[src/design/seirbsp_pkg.sv]
package seirbsp_pkg;

   localparam int MAX_TILES_DEF = 64;
   localparam int QUEUE_DEPTH   = 4;

   // Parse phases; a parsing phase number doubles as its element code.
   localparam logic [5:0] PH_TYPE        = 6'd0;
   localparam logic [5:0] PH_SIZE        = 6'd1;
   localparam logic [5:0] PH_PERSIST     = 6'd2;
   localparam logic [5:0] PH_RESET       = 6'd3;
   localparam logic [5:0] PH_INST_UPD    = 6'd4;
   localparam logic [5:0] PH_INST_IDX    = 6'd5;
   localparam logic [5:0] PH_INST_CANCEL = 6'd6;
   localparam logic [5:0] PH_METHOD      = 6'd7;
   localparam logic [5:0] PH_PBF_LOG2    = 6'd8;
   localparam logic [5:0] PH_PBF_PASSES  = 6'd9;
   localparam logic [5:0] PH_PBF_FSIZE   = 6'd10;
   localparam logic [5:0] PH_EOM_FLAG    = 6'd11;
   localparam logic [5:0] PH_GRID        = 6'd12;
   localparam logic [5:0] PH_THRESH      = 6'd13;
   localparam logic [5:0] PH_HCANCEL     = 6'd14;
   localparam logic [5:0] PH_HPERSIST    = 6'd15;
   localparam logic [5:0] PH_HTYPE       = 6'd16;
   localparam logic [5:0] PH_HFLAGS      = 6'd17;
   localparam logic [5:0] PH_HL_HASH     = 6'd18;
   localparam logic [5:0] PH_ATLAS_HASH  = 6'd19;
   localparam logic [5:0] PH_B2P_HASH    = 6'd20;
   localparam logic [5:0] PH_NUM_TILES   = 6'd21;
   localparam logic [5:0] PH_TID_LEN     = 6'd22;
   localparam logic [5:0] PH_TILE_ID     = 6'd23;
   localparam logic [5:0] PH_TILE_HASH   = 6'd24;
   localparam logic [5:0] PH_TILE_B2P    = 6'd25;
   localparam logic [5:0] PH_SKIP        = 6'd26;
   localparam logic [5:0] CODE_TRUNC     = 6'd27;
   localparam logic [5:0] PH_DISCARD     = 6'd28;
   localparam logic [5:0] PH_END         = 6'd63;

   localparam logic [15:0] TYPE_OCC    = 16'd65;
   localparam logic [15:0] TYPE_SMOOTH = 16'd66;
   localparam logic [15:0] TYPE_HASH   = 16'd19;
   localparam logic [7:0]  EXT_BYTE    = 8'hFF;

   typedef struct packed {
      logic [7:0] data_byte;
      logic       suffix_unit;
      logic       final_byte;
   } byte_item_type;

   typedef struct packed {
      logic [4:0]  element_code;
      logic [31:0] element_value;
      logic [31:0] entry_id;
      logic [3:0]  byte_index;
      logic        message_done;
      logic        parse_error;
      logic        run_end;
   } result_type;

   function automatic logic is_golomb(input logic [5:0] p);
      return (p == PH_METHOD) || (p == PH_NUM_TILES) || (p == PH_TID_LEN);
   endfunction

   function automatic logic [5:0] hash_width(input logic [7:0] hk);
      return (hk == 8'd0) ? 6'd8 : ((hk == 8'd1) ? 6'd16 : 6'd32);
   endfunction

   function automatic logic [5:0] width_of(input logic [5:0] p, input logic [7:0] hk,
                                           input logic [5:0] tib);
      logic [5:0] w;
      case (p)
         PH_INST_UPD, PH_INST_IDX, PH_THRESH, PH_HTYPE: w = 6'd8;
         PH_PBF_LOG2, PH_PBF_PASSES: w = 6'd2;
         PH_PBF_FSIZE: w = 6'd3;
         PH_GRID: w = 6'd7;
         PH_HFLAGS: w = 6'd6;
         PH_HL_HASH, PH_ATLAS_HASH, PH_B2P_HASH, PH_TILE_HASH, PH_TILE_B2P:
            w = hash_width(hk);
         PH_TILE_ID: w = (tib != 6'd0) ? tib : 6'd1;
         default: w = 6'd1;
      endcase
      return w;
   endfunction

   function automatic logic [5:0] hash_next(input logic [5:0] from, input logic [4:0] hpf,
                                            input logic [7:0] hk);
      logic ok;
      logic [5:0] nx;
      ok = hk < 8'd3;
      if (from <= PH_HL_HASH && hpf[4] && ok) nx = PH_HL_HASH;
      else if (from <= PH_ATLAS_HASH && hpf[3] && ok) nx = PH_ATLAS_HASH;
      else if (from <= PH_B2P_HASH && hpf[2] && ok) nx = PH_B2P_HASH;
      else if (hpf[1] || hpf[0]) nx = PH_NUM_TILES;
      else nx = PH_END;
      return nx;
   endfunction

endpackage

[src/design/seirbsp_req_if.sv]
interface seirbsp_req_if;
   logic       valid;
   logic       ready;
   logic [7:0] data_byte;
   logic       suffix_unit;
   logic       final_byte;

   modport source(output valid, data_byte, suffix_unit, final_byte, input ready);
   modport sink(input valid, data_byte, suffix_unit, final_byte, output ready);
endinterface

[src/design/seirbsp_rsp_if.sv]
interface seirbsp_rsp_if;
   logic        valid;
   logic        ready;
   logic [4:0]  element_code;
   logic [31:0] element_value;
   logic [31:0] entry_id;
   logic [3:0]  byte_index;
   logic        message_done;
   logic        parse_error;
   logic        run_end;

   modport source(output valid, element_code, element_value, entry_id, byte_index,
                  message_done, parse_error, run_end, input ready);
   modport sink(input valid, element_code, element_value, entry_id, byte_index,
                message_done, parse_error, run_end, output ready);
endinterface

[src/design/seirbsp_byte_queue.sv]
module seirbsp_byte_queue
   import seirbsp_pkg::*;
(
   input  logic          clock,
   input  logic          reset,
   seirbsp_req_if.sink   req_chan,
   output byte_item_type q_item,
   output logic          q_valid,
   input  logic          q_pop
);
   localparam int PW = $clog2(QUEUE_DEPTH);

   byte_item_type       mem_ff [QUEUE_DEPTH];
   logic [PW-1:0]       wp_ff, rp_ff;
   logic [PW:0]         cnt_ff;
   logic                push;

   assign req_chan.ready = cnt_ff < (PW+1)'(QUEUE_DEPTH);
   assign push    = req_chan.valid && req_chan.ready;
   assign q_valid = cnt_ff != '0;
   assign q_item  = mem_ff[rp_ff];

   always_ff @(posedge clock) begin
      if (push) begin
         mem_ff[wp_ff] <= '{data_byte: req_chan.data_byte, suffix_unit: req_chan.suffix_unit,
                            final_byte: req_chan.final_byte};
      end
      if (reset) begin
         wp_ff  <= '0;
         rp_ff  <= '0;
         cnt_ff <= '0;
      end else begin
         if (push) wp_ff <= wp_ff + 1'b1;
         if (q_pop) rp_ff <= rp_ff + 1'b1;
         cnt_ff <= cnt_ff + (PW+1)'(push) - (PW+1)'(q_pop);
      end
   end
endmodule

[src/design/seirbsp_bit_engine.sv]
module seirbsp_bit_engine
   import seirbsp_pkg::*;
#(
   parameter int MAX_TILES = MAX_TILES_DEF
) (
   input  logic           clock,
   input  logic           reset,
   input  byte_item_type  q_item,
   input  logic           q_valid,
   output logic           q_pop,
   seirbsp_rsp_if.source  rsp_chan
);
   localparam int CNT_W = ((MAX_TILES + 1) > 256) ? $clog2(MAX_TILES + 1) : 8;
   localparam int IDX_W = (MAX_TILES > 1) ? $clog2(MAX_TILES) : 1;

   typedef enum logic [4:0] {
      ST_IDLE  = 5'b00001,
      ST_BYTE  = 5'b00010,
      ST_BITS  = 5'b00100,
      ST_FIN   = 5'b01000,
      ST_FLUSH = 5'b10000
   } state_type;

   // Closed form of the tile loop: next hash phase in this tile, else first one of the next.
   function automatic logic [6+CNT_W-1:0] tile_next(input logic [5:0] from,
         input logic [CNT_W-1:0] ci, input logic [CNT_W-1:0] tt, input logic [4:0] hpf,
         input logic [7:0] hk);
      logic ok;
      logic [CNT_W-1:0] cn;
      logic [5:0] nx;
      ok = hk < 8'd3;
      cn = ci;
      if (ok && from <= PH_TILE_HASH && hpf[1]) nx = PH_TILE_HASH;
      else if (ok && from <= PH_TILE_B2P && hpf[0]) nx = PH_TILE_B2P;
      else begin
         cn = ci + 1'b1;
         if (cn < tt && ok && (hpf[1] || hpf[0])) nx = hpf[1] ? PH_TILE_HASH : PH_TILE_B2P;
         else nx = PH_END;
      end
      return {nx, cn};
   endfunction

   state_type        st_ff, st_in;
   logic [7:0]       byte_ff, byte_in;
   logic             suf_ff, suf_in, fin_ff, fin_in;
   logic [3:0]       bit_ff, bit_in;
   logic [5:0]       phase_ff, phase_in;
   logic [31:0]      acc_ff, acc_in;
   logic [5:0]       need_ff, need_in, zc_ff, zc_in;
   logic [15:0]      tsum_ff, tsum_in, ssum_ff, ssum_in;
   logic [CNT_W-1:0] lc_ff, lc_in, ci_ff, ci_in, ttot_ff, ttot_in;
   logic [7:0]       itot_ff, itot_in, hk_ff, hk_in;
   logic [4:0]       hpf_ff, hpf_in;
   logic [5:0]       tib_ff, tib_in;
   result_type       hold_ff, hold_in, out_ff, out_in;
   logic             hold_v_ff, hold_v_in, out_v_ff, out_load;
   logic [31:0]      store [MAX_TILES];
   logic [31:0]      rd_ff;
   logic             we;
   logic [IDX_W-1:0] wa;
   logic [31:0]      wd;

   logic             go, emit_v, do_end, to_discard, complete, err, align, b;
   result_type       res;
   logic [3:0]       bl;
   logic [31:0]      accn, value, entry;
   logic [5:0]       needn, nx;
   logic [3:0]       bidx;
   logic [16:0]      sum17;
   logic [CNT_W-1:0] lcn;
   logic [6+CNT_W-1:0] tn;
   logic             occ, hsh;

   assign go = !out_v_ff || rsp_chan.ready;

   assign rsp_chan.valid         = out_v_ff;
   assign rsp_chan.element_code  = out_ff.element_code;
   assign rsp_chan.element_value = out_ff.element_value;
   assign rsp_chan.entry_id      = out_ff.entry_id;
   assign rsp_chan.byte_index    = out_ff.byte_index;
   assign rsp_chan.message_done  = out_ff.message_done;
   assign rsp_chan.parse_error   = out_ff.parse_error;
   assign rsp_chan.run_end       = out_ff.run_end;

   always_comb begin
      st_in = st_ff; byte_in = byte_ff; suf_in = suf_ff; fin_in = fin_ff; bit_in = bit_ff;
      phase_in = phase_ff; acc_in = acc_ff; need_in = need_ff; zc_in = zc_ff;
      tsum_in = tsum_ff; ssum_in = ssum_ff; lc_in = lc_ff; ci_in = ci_ff;
      ttot_in = ttot_ff; itot_in = itot_ff; hk_in = hk_ff; hpf_in = hpf_ff; tib_in = tib_ff;
      hold_in = hold_ff; hold_v_in = hold_v_ff; out_in = hold_ff; out_load = 1'b0;
      q_pop = 1'b0; emit_v = 1'b0; res = '0; do_end = 1'b0; to_discard = 1'b0;
      complete = 1'b0; err = 1'b0; align = 1'b0; value = '0; nx = PH_END;
      we = 1'b0; wa = '0; wd = '0; sum17 = '0; lcn = '0; tn = '0; occ = 1'b0; hsh = 1'b0;
      bl = bit_ff - 4'd1;
      b = byte_ff[bl[2:0]];
      accn = {acc_ff[30:0], b};
      needn = need_ff - 6'd1;
      entry = '0;
      bidx = '0;
      if (phase_ff == PH_INST_IDX || phase_ff == PH_TILE_ID) entry = 32'(lc_ff);
      else if (phase_ff >= PH_INST_CANCEL && phase_ff <= PH_THRESH) entry = 32'(ci_ff);
      else if (phase_ff == PH_TILE_HASH || phase_ff == PH_TILE_B2P) entry = rd_ff;
      if (((phase_ff >= PH_HL_HASH && phase_ff <= PH_B2P_HASH) || phase_ff == PH_TILE_HASH ||
           phase_ff == PH_TILE_B2P) && hk_ff == 8'd0) bidx = lc_ff[3:0];

      if (go) begin
         case (st_ff)
            ST_IDLE: begin
               if (q_valid) begin
                  q_pop = 1'b1;
                  byte_in = q_item.data_byte;
                  suf_in = q_item.suffix_unit;
                  fin_in = q_item.final_byte;
                  st_in = ST_BYTE;
               end
            end
            ST_BYTE: begin
               st_in = ST_FIN;
               if (fin_ff && phase_ff == PH_TYPE && tsum_ff == 16'd0) begin
                  do_end = 1'b1;
               end else if (phase_ff == PH_TYPE) begin
                  sum17 = {1'b0, tsum_ff} + {9'd0, byte_ff};
                  tsum_in = sum17[16] ? 16'hFFFF : sum17[15:0];
                  if (byte_ff != EXT_BYTE) begin
                     emit_v = 1'b1;
                     res.element_code = PH_TYPE[4:0];
                     res.element_value = {16'd0, tsum_in};
                     phase_in = PH_SIZE;
                     ssum_in = '0;
                  end
               end else if (phase_ff == PH_SIZE) begin
                  sum17 = {1'b0, ssum_ff} + {9'd0, byte_ff};
                  ssum_in = sum17[16] ? 16'hFFFF : sum17[15:0];
                  if (byte_ff != EXT_BYTE) begin
                     occ = !suf_ff && (tsum_ff == TYPE_OCC || tsum_ff == TYPE_SMOOTH);
                     hsh = suf_ff && tsum_ff == TYPE_HASH;
                     emit_v = 1'b1;
                     res.element_code = PH_SIZE[4:0];
                     res.element_value = {16'd0, ssum_in};
                     if (occ || hsh) begin
                        phase_in = occ ? PH_PERSIST : PH_HCANCEL;
                        acc_in = '0;
                        zc_in = '0;
                        need_in = 6'd1;
                     end else if (ssum_in == 16'd0) begin
                        res.message_done = 1'b1;
                        do_end = 1'b1;
                     end else begin
                        phase_in = PH_SKIP;
                        acc_in = '0;
                     end
                  end
               end else if (phase_ff == PH_SKIP) begin
                  acc_in = acc_ff + 32'd1;
                  if (acc_in >= {16'd0, ssum_ff}) begin
                     emit_v = 1'b1;
                     res.element_code = PH_SKIP[4:0];
                     res.element_value = {16'd0, ssum_ff};
                     res.message_done = 1'b1;
                     do_end = 1'b1;
                  end
               end else if (phase_ff != PH_DISCARD) begin
                  bit_in = 4'd8;
                  st_in = ST_BITS;
               end
            end
            ST_BITS: begin
               bit_in = bl;
               st_in = (bl == 4'd0) ? ST_FIN : ST_BITS;
               if (is_golomb(phase_ff) && need_ff == 6'd0) begin
                  if (!b) begin
                     zc_in = zc_ff + 6'd1;
                     if (zc_in >= 6'd32) begin
                        emit_v = 1'b1;
                        res.element_code = phase_ff[4:0];
                        res.element_value = 32'hFFFFFFFF;
                        res.entry_id = entry;
                        res.message_done = 1'b1;
                        res.parse_error = 1'b1;
                        do_end = 1'b1;
                        to_discard = 1'b1;
                        st_in = ST_FIN;
                     end
                  end else if (zc_ff == 6'd0) begin
                     complete = 1'b1;
                  end else begin
                     need_in = zc_ff;
                     acc_in = '0;
                  end
               end else begin
                  acc_in = accn;
                  need_in = needn;
                  if (needn == 6'd0) begin
                     complete = 1'b1;
                     value = accn;
                     if (is_golomb(phase_ff))
                        value = 32'((33'd1 << zc_ff) - 33'd1) + accn;
                  end
               end
               if (complete) begin
                  case (phase_ff)
                     PH_PERSIST: nx = PH_RESET;
                     PH_RESET: nx = PH_INST_UPD;
                     PH_INST_UPD: begin
                        itot_in = value[7:0];
                        lc_in = '0;
                        nx = (value[7:0] != 8'd0) ? PH_INST_IDX : PH_END;
                     end
                     PH_INST_IDX: begin
                        ci_in = CNT_W'(value[7:0]);
                        nx = PH_INST_CANCEL;
                     end
                     PH_INST_CANCEL, PH_METHOD, PH_PBF_FSIZE, PH_THRESH: begin
                        lcn = lc_ff + 1'b1;
                        if (phase_ff == PH_INST_CANCEL && value == 32'd0) nx = PH_METHOD;
                        else if (phase_ff == PH_METHOD && tsum_ff == TYPE_OCC &&
                                 value != 32'd0) nx = PH_PBF_LOG2;
                        else if (phase_ff == PH_METHOD && tsum_ff != TYPE_OCC &&
                                 value == 32'd1) nx = PH_EOM_FLAG;
                        else begin
                           lc_in = lcn;
                           nx = (lcn < CNT_W'(itot_ff)) ? PH_INST_IDX : PH_END;
                        end
                     end
                     PH_PBF_LOG2: nx = PH_PBF_PASSES;
                     PH_PBF_PASSES: nx = PH_PBF_FSIZE;
                     PH_EOM_FLAG: nx = PH_GRID;
                     PH_GRID: nx = PH_THRESH;
                     PH_HCANCEL: nx = (value != 32'd0) ? PH_END : PH_HPERSIST;
                     PH_HPERSIST: nx = PH_HTYPE;
                     PH_HTYPE: begin
                        hk_in = value[7:0];
                        nx = PH_HFLAGS;
                     end
                     PH_HFLAGS: begin
                        hpf_in = value[5:1];
                        lc_in = '0;
                        nx = hash_next(PH_HL_HASH, value[5:1], hk_ff);
                     end
                     PH_HL_HASH, PH_ATLAS_HASH, PH_B2P_HASH: begin
                        lcn = lc_ff + 1'b1;
                        if (hk_ff == 8'd0 && lcn < CNT_W'(16)) begin
                           lc_in = lcn;
                           nx = phase_ff;
                        end else begin
                           lc_in = '0;
                           nx = hash_next(phase_ff + 6'd1, hpf_ff, hk_ff);
                        end
                     end
                     PH_NUM_TILES: begin
                        if (value >= 32'(MAX_TILES)) begin
                           ttot_in = CNT_W'(MAX_TILES);
                           err = 1'b1;
                        end else ttot_in = CNT_W'(value + 32'd1);
                        nx = PH_TID_LEN;
                     end
                     PH_TID_LEN: begin
                        if (value >= 32'd32) begin
                           tib_in = 6'd32;
                           err = 1'b1;
                        end else tib_in = 6'(value + 32'd1);
                        lc_in = '0;
                        nx = PH_TILE_ID;
                     end
                     PH_TILE_ID: begin
                        we = 1'b1;
                        wa = lc_ff[IDX_W-1:0];
                        wd = value;
                        lcn = lc_ff + 1'b1;
                        if (lcn < ttot_ff) begin
                           lc_in = lcn;
                           nx = PH_TILE_ID;
                        end else begin
                           align = 1'b1;
                           lc_in = '0;
                           tn = tile_next(PH_TILE_HASH, '0, ttot_ff, hpf_ff, hk_ff);
                           ci_in = tn[CNT_W-1:0];
                           nx = tn[6+CNT_W-1:CNT_W];
                        end
                     end
                     PH_TILE_HASH, PH_TILE_B2P: begin
                        lcn = lc_ff + 1'b1;
                        if (hk_ff == 8'd0 && lcn < CNT_W'(16)) begin
                           lc_in = lcn;
                           nx = phase_ff;
                        end else begin
                           lc_in = '0;
                           tn = tile_next(phase_ff + 6'd1, ci_ff, ttot_ff, hpf_ff, hk_ff);
                           ci_in = tn[CNT_W-1:0];
                           nx = tn[6+CNT_W-1:CNT_W];
                        end
                     end
                     default: nx = PH_END;
                  endcase
                  emit_v = 1'b1;
                  res.element_code = phase_ff[4:0];
                  res.element_value = value;
                  res.entry_id = entry;
                  res.byte_index = bidx;
                  res.message_done = nx == PH_END;
                  res.parse_error = err;
                  if (nx == PH_END) begin
                     do_end = 1'b1;
                     st_in = ST_FIN;
                  end else begin
                     phase_in = nx;
                     acc_in = '0;
                     zc_in = '0;
                     need_in = is_golomb(nx) ? 6'd0 : width_of(nx, hk_in, tib_in);
                     if (align) st_in = ST_FIN;
                  end
               end
            end
            ST_FIN: begin
               st_in = ST_FLUSH;
               if (fin_ff) begin
                  if (phase_ff == PH_DISCARD) do_end = 1'b1;
                  else if (!(phase_ff == PH_TYPE && tsum_ff == 16'd0)) begin
                     emit_v = 1'b1;
                     res.element_code = CODE_TRUNC[4:0];
                     res.message_done = 1'b1;
                     res.parse_error = 1'b1;
                     do_end = 1'b1;
                  end
               end
            end
            ST_FLUSH: begin
               st_in = ST_IDLE;
               if (hold_v_ff) begin
                  out_load = 1'b1;
                  out_in.run_end = 1'b1;
                  hold_v_in = 1'b0;
               end
            end
            default: st_in = ST_IDLE;
         endcase
         if (emit_v) begin
            if (hold_v_ff) out_load = 1'b1;
            hold_in = res;
            hold_v_in = 1'b1;
         end
         if (do_end) begin
            phase_in = PH_TYPE;
            tsum_in = '0;
            ssum_in = '0;
            acc_in = '0;
            need_in = '0;
            zc_in = '0;
         end
         if (to_discard) phase_in = PH_DISCARD;
      end
   end

   always_ff @(posedge clock) begin
      if (we) store[wa] <= wd;
      rd_ff <= store[ci_ff[IDX_W-1:0]];
      byte_ff <= byte_in;
      suf_ff <= suf_in;
      fin_ff <= fin_in;
      hold_ff <= hold_in;
      if (out_load) out_ff <= out_in;
      if (reset) begin
         st_ff <= ST_IDLE;
         bit_ff <= '0;
         phase_ff <= PH_TYPE;
         acc_ff <= '0;
         need_ff <= '0;
         zc_ff <= '0;
         tsum_ff <= '0;
         ssum_ff <= '0;
         lc_ff <= '0;
         ci_ff <= '0;
         ttot_ff <= '0;
         itot_ff <= '0;
         hk_ff <= '0;
         hpf_ff <= '0;
         tib_ff <= '0;
         hold_v_ff <= 1'b0;
         out_v_ff <= 1'b0;
      end else begin
         st_ff <= st_in;
         bit_ff <= bit_in;
         phase_ff <= phase_in;
         acc_ff <= acc_in;
         need_ff <= need_in;
         zc_ff <= zc_in;
         tsum_ff <= tsum_in;
         ssum_ff <= ssum_in;
         lc_ff <= lc_in;
         ci_ff <= ci_in;
         ttot_ff <= ttot_in;
         itot_ff <= itot_in;
         hk_ff <= hk_in;
         hpf_ff <= hpf_in;
         tib_ff <= tib_in;
         hold_v_ff <= hold_v_in;
         if (out_load) out_v_ff <= 1'b1;
         else if (rsp_chan.ready) out_v_ff <= 1'b0;
      end
   end
endmodule

[src/design/sei_rbsp_syntax_parser.sv]
// Each byte goes through the engine states in order: idle (taken from the queue), byte
// (header work), one bit step per bit it parses (up to eight), then the final-byte mark
// and the flush of its last result. The engine works on one byte at a time, and every
// step waits while the output register holds a result that has not been taken.
// Reset is synchronous and active high; it empties the byte queue and returns the parser
// to the message header with all counters cleared. The tile id store is not cleared.
module sei_rbsp_syntax_parser
   import seirbsp_pkg::*;
#(
   parameter int MAX_TILES = MAX_TILES_DEF
) (
   input logic            clock,
   input logic            reset,
   seirbsp_req_if.sink    req_chan,
   seirbsp_rsp_if.source  rsp_chan
);
   // The front queue takes a transfer whenever it has room, so the sender is not
   // held up while the engine works through the bits of the previous byte.
   byte_item_type q_item;
   logic          q_valid;
   logic          q_pop;

   seirbsp_byte_queue u_queue (
      .clock    (clock),
      .reset    (reset),
      .req_chan (req_chan),
      .q_item   (q_item),
      .q_valid  (q_valid),
      .q_pop    (q_pop)
   );

   // The engine holds each element back by one so that it can mark the last element
   // caused by a byte, then moves it into the output register for transfer.
   seirbsp_bit_engine #(
      .MAX_TILES (MAX_TILES)
   ) u_engine (
      .clock    (clock),
      .reset    (reset),
      .q_item   (q_item),
      .q_valid  (q_valid),
      .q_pop    (q_pop),
      .rsp_chan (rsp_chan)
   );
endmodule
[src/flat_wrapper.sv]
// flat-port wrapper written by rule: the top's interface ports become plain ports
module sei_rbsp_syntax_parser_flat import seirbsp_pkg::*;
#(
   parameter int MAX_TILES = MAX_TILES_DEF
)
  (clock, reset, req_chan_valid, req_chan_data_byte, req_chan_suffix_unit, req_chan_final_byte, req_chan_ready, rsp_chan_valid, rsp_chan_element_code, rsp_chan_element_value, rsp_chan_entry_id, rsp_chan_byte_index, rsp_chan_message_done, rsp_chan_parse_error, rsp_chan_run_end, rsp_chan_ready);
  seirbsp_req_if req_chan_i ();
  seirbsp_rsp_if rsp_chan_i ();
  input logic clock;
  input logic reset;
  input wire logic [$bits(req_chan_i.valid)-1:0] req_chan_valid;
  input wire logic [$bits(req_chan_i.data_byte)-1:0] req_chan_data_byte;
  input wire logic [$bits(req_chan_i.suffix_unit)-1:0] req_chan_suffix_unit;
  input wire logic [$bits(req_chan_i.final_byte)-1:0] req_chan_final_byte;
  output wire logic [$bits(req_chan_i.ready)-1:0] req_chan_ready;
  output wire logic [$bits(rsp_chan_i.valid)-1:0] rsp_chan_valid;
  output wire logic [$bits(rsp_chan_i.element_code)-1:0] rsp_chan_element_code;
  output wire logic [$bits(rsp_chan_i.element_value)-1:0] rsp_chan_element_value;
  output wire logic [$bits(rsp_chan_i.entry_id)-1:0] rsp_chan_entry_id;
  output wire logic [$bits(rsp_chan_i.byte_index)-1:0] rsp_chan_byte_index;
  output wire logic [$bits(rsp_chan_i.message_done)-1:0] rsp_chan_message_done;
  output wire logic [$bits(rsp_chan_i.parse_error)-1:0] rsp_chan_parse_error;
  output wire logic [$bits(rsp_chan_i.run_end)-1:0] rsp_chan_run_end;
  input wire logic [$bits(rsp_chan_i.ready)-1:0] rsp_chan_ready;
  assign req_chan_i.valid = req_chan_valid;
  assign req_chan_i.data_byte = req_chan_data_byte;
  assign req_chan_i.suffix_unit = req_chan_suffix_unit;
  assign req_chan_i.final_byte = req_chan_final_byte;
  assign req_chan_ready = req_chan_i.ready;
  assign rsp_chan_valid = rsp_chan_i.valid;
  assign rsp_chan_element_code = rsp_chan_i.element_code;
  assign rsp_chan_element_value = rsp_chan_i.element_value;
  assign rsp_chan_entry_id = rsp_chan_i.entry_id;
  assign rsp_chan_byte_index = rsp_chan_i.byte_index;
  assign rsp_chan_message_done = rsp_chan_i.message_done;
  assign rsp_chan_parse_error = rsp_chan_i.parse_error;
  assign rsp_chan_run_end = rsp_chan_i.run_end;
  assign rsp_chan_i.ready = rsp_chan_ready;
  sei_rbsp_syntax_parser #(.MAX_TILES(MAX_TILES)) u_core (.clock(clock), .reset(reset), .req_chan(req_chan_i), .rsp_chan(rsp_chan_i));
endmodule
[config.mk]
export PLATFORM = sky130hd
export DESIGN_NAME = sei_rbsp_syntax_parser_flat
export DESIGN_NICKNAME = d
export VERILOG_FILES = /design/src/design/seirbsp_pkg.sv /design/src/design/seirbsp_req_if.sv /design/src/design/seirbsp_rsp_if.sv /design/src/design/seirbsp_byte_queue.sv /design/src/design/seirbsp_bit_engine.sv /design/src/design/sei_rbsp_syntax_parser.sv /design/src/flat_wrapper.sv
export SDC_FILE = /design/constraint.sdc
export NUM_CORES = 2
export LEC_CHECK = 0
export ABC_AREA = 1
export BUFFER_PORTS_ARGS = -buffer_cell sky130_fd_sc_hd__buf_2
export CAP_MARGIN = 20
export CORE_MARGIN = 4
export CORE_UTILIZATION = 39
export DETAILED_ROUTE_END_ITERATION = 6
export GPL_TIMING_DRIVEN = 0
export PLACE_DENSITY = 0.52
export SLEW_MARGIN = 20
export SYNTH_ARGS = -nofsm -noshare
export SYNTH_HDL_FRONTEND = slang
export SYNTH_HIERARCHICAL = 1
export SYNTH_SLANG_ARGS = --single-unit
[constraint.sdc]
create_clock -name clock -period 12.42 [get_ports clock]
set_input_delay 2.484 -clock clock [delete_from_list [all_inputs] [get_ports clock]]
set_output_delay 2.484 -clock clock [all_outputs]
set_load 0.05 [all_outputs]
==> impl_metrics.py <==
metrics = {
    "yosys": {
        "synth_top_area_share_pct": 65.96,
        "synth-seq-cells": 2434,
        "synth-seq-area-share_pct": 69.57,
        "yosys.cell_types.count": 67,
        "synth_area_leaders": "edfxtp_1 (66%), a21oi_1 (6.3%), nand2_1 (4.7%)",
        "synth-edff-count": 2249,
        "synth_cells": 8505,
        "synth_nets": 8665,
        "netlist_area_um2": 102400,
        "yosys_warnings": 6,
        "avgSynthCellArea_um2": 12.04,
        "synth_ff_type": "edfxtp_1",
        "async_reset_ff_share_pct": 0,
        "synth_top_area_cell": "edfxtp_1",
        "synth_common_cells": "edfxtp_1 (2249), a21oi_1 (1295), nand2_1 (1285)",
        "yosysMostFrequentCell": "edfxtp_1",
    },
    "power": {
        "p_switching_w": 0.005740,
        "leakagePower_nw": 44.54,
        "power_frac_comb_pct": 16.3,
        "power_density_nw_per_um2": 166.2,
        "peakVddDrop_mv": 0.1260,
        "intPower_w": 0.01450,
        "power_frac_seq_pct": 45.1,
        "sw_frac_of_total_pct": 28.35,
        "clockPowerShare_pct": 38.6,
    },
    "setup_path": {
        "worstSetupEndpointType": "flip-flop",
        "cp.required_ps": 13120,
        "crit_arrival_ps": 7780,
        "critPathMaxFanout": 10,
        "max_stage_delay_ps": 570,
        "worstSetupPathType": "reg2reg",
        "cp-start-kind": "flip-flop",
        "crit_slowest_cell": "nor3_1",
        "crit_top_cell": "nand2_1",
    },
    "floorplan": {
        "die_x_um": 520.4,
        "die_area_um2": 270800,
        "ios": 92,
        "chipHeight_um": 520.4,
        "initial_utilization_pct": 39.32,
        "fp.coreArea_um2": 260400,
        "rows": 187,
    },
    "clock_tree": {
        "cts_root_buf": "clkbuf_16",
        "clkSinkCount": 2434,
        "cts-resized-gates": 0,
        "insertion_delay_ps": 860,
        "htreeDepth": 5,
        "post_cts_buffers": 0,
        "cts_hold_buf": 0,
        "cts_tree": "done",
        "cts_buffer_depth": 4,
        "cts-buffers-inserted": 273,
        "path_clk_slew_ps": 60,
    },
    "run": {
        "maxCapViolations": 0,
    },
    "final_layout": {
        "fin_cells": 12810,
        "fin_nets": 9262,
        "finish.utilization_pct": 46.77,
        "syn2layout_area_growth_pct": 18.94,
        "postLayoutCellArea_um2": 121800,
        "drive_gt1_share_pct": 10.31,
    },
    "route": {
        "ant_nets": 0,
        "drtPass1Iterations": 6,
        "drc": 0,
        "drt_iter0_drc": 10870,
        "vias_per_cell": 6.059,
        "finalWirelength_um": 420300,
        "wire_per_inst_um": 32.81,
        "vias": 77620,
    },
    "place": {
        "portBuffers": 91,
        "dp.cells": 12320,
        "finalWeightedCongestion": 1.019,
        "hpwl_um": 309400,
        "place_area_um2": 113300,
    },
    "sta": {
        "post-route-period-util_pct": 57.07,
        "fin_crit_ps": 7088,
        "worstMarginPinSlew_ps": 1281,
        "setup_violations": 0,
        "drv_slew": 0,
        "max_freq_mhz": 141.1,
        "rsz0062_at_grt": "false",
        "slew-limit-headroom_pct": 14.61,
        "tns_ps": 0,
        "hold_viol_final": 0,
        "fin_skew_ps": 59.65,
    },
    "global_route": {
        "gr-usage-all-layers_pct": 29.99,
        "antenna_found_initial": 30,
        "grt_pass1_wl_um": 572800,
        "grt_pass1_vias": 72580,
        "grt_max_degree": 51,
        "overflow": 0,
    },
    "status": {
        "status": "completed",
    },
    "hold_path": {
        "hp-class": "reg2reg",
    },
}
-- stage by stage --
stage,setup slack [ps],total power [W],hold WS (ps)
2_1_floorplan,5300,0.01158,400.3
3_3_place_gp,1660,0.01254,400.4
3_5_place_dp,5210,0.01257,404.5
4_1_cts,5559,0.02032,409.2
5_1_grt,5044,0.02109,406.4
6_report,5332,0.02024,412.9
-- sequential cells by signal, summed over array words and instances (netlist names), 8 cells and up, named ones only --
signal / count
u_core/u_engine/acc_ff: 32
u_core/u_engine/byte_ff: 8
u_core/u_engine/ci_ff: 8
u_core/u_engine/hk_ff: 8
u_core/u_engine/hold_ff: 75
u_core/u_engine/itot_ff: 8
u_core/u_engine/lc_ff: 8
u_core/u_engine/rd_ff: 32
u_core/u_engine/rsp_chan.element_value: 32
u_core/u_engine/rsp_chan.entry_id: 32
u_core/u_engine/ssum_ff: 16
u_core/u_engine/store: 2048
u_core/u_engine/tsum_ff: 16
u_core/u_engine/ttot_ff: 8
u_core/u_queue/mem_ff: 40
-- path summary, 6_finish.rpt --
| kind | startpoint | endpoint | slack [ps] | cells after the start |
|---|---|---|---|---|
| max | u_core/u_engine/bit_ff[0] | u_core/u_engine/acc_ff[30] | 5330 | 37 |
| min | u_core/u_engine/hold_ff[6] | u_core/u_engine/rsp_chan.byte_index[3] | 410 | 0 |
| max reg2reg | u_core/u_engine/bit_ff[0] | u_core/u_engine/acc_ff[30] | 5330 | 37 |
| min reg2reg | u_core/u_engine/hold_ff[6] | u_core/u_engine/rsp_chan.byte_index[3] | 410 | 0 |
-- cells by family (layout without fill, tap and decap cells) --
kind of cell	Yosys count	count (layout)	synth area share [%]
AOI/OAI and AO/OA	2446	2446	14.22
xor gates and xnor gates	67	67	0.5731
adders and majority gates	146	146	1.813
buffers and inverters	1062	1864	4.025
DFF	2434	2434	69.57
other	0	7	0
and+or+nand+nor	2350	2350	9.795
-- routing by layer --
layer	global-route usage, %	routed length [um]	vias to the layer above
met4	13.77	23490	10
met1	40.43	164800	38890
met2	45.00	183100	4842
met3	8.398	48690	1017
li1	-	-	32870
met5	0.5265	261	-
-- cells in the final DEF, fill, tap and decap left out, drive strengths merged, types with 142 or more instances in the layout --
cell and instances:
ha 142, nand2 1299, a21oi 1298, o21ai 508, buf 401, inv 556
edfxtp 2249, nand3 408, o221ai 517, clkbuf 793, nor2 434, dfxtp 185
-- power by group through the flow --
stage	Combinational [W]	Clock, W	Sequential (W)
after floorplan	0.00234	0	0.00923
after global placement	0.00323	0	0.00931
after detailed placement	0.00326	0	0.00931
after CTS	0.00327	0.00791	0.00914
after global routing	0.00370	0.00825	0.00914
final	0.00330	0.00781	0.00914
-- critical path: cells and delay by family, from the launching register on --
kind / cells / cell delay, ps
and+or+nand+nor: 18 / 2960
buffers and inverters: 10 / 1420
adders and majority gates: 4 / 1340
AOI/OAI and AO/OA: 5 / 750
DFF: 1 / 450
-- final cells by class --
| class | count | area [um2] |
|---|---|---|
| fill | 23420 | 138600 |
| sequential | 2434 | 71240 |
| multi-input combinational | 5009 | 27800 |
| clock buffer | 360 | 7410 |
| timing repair buffer | 322 | 5724 |
| tap | 3496 | 4374 |
| buffer | 512 | 2106 |
| inverter | 550 | 2074 |
| clock inverter | 120 | 1047 |
| antenna | 7 | 17.52 |
Note: power is estimated with default switching activity, not from simulation.
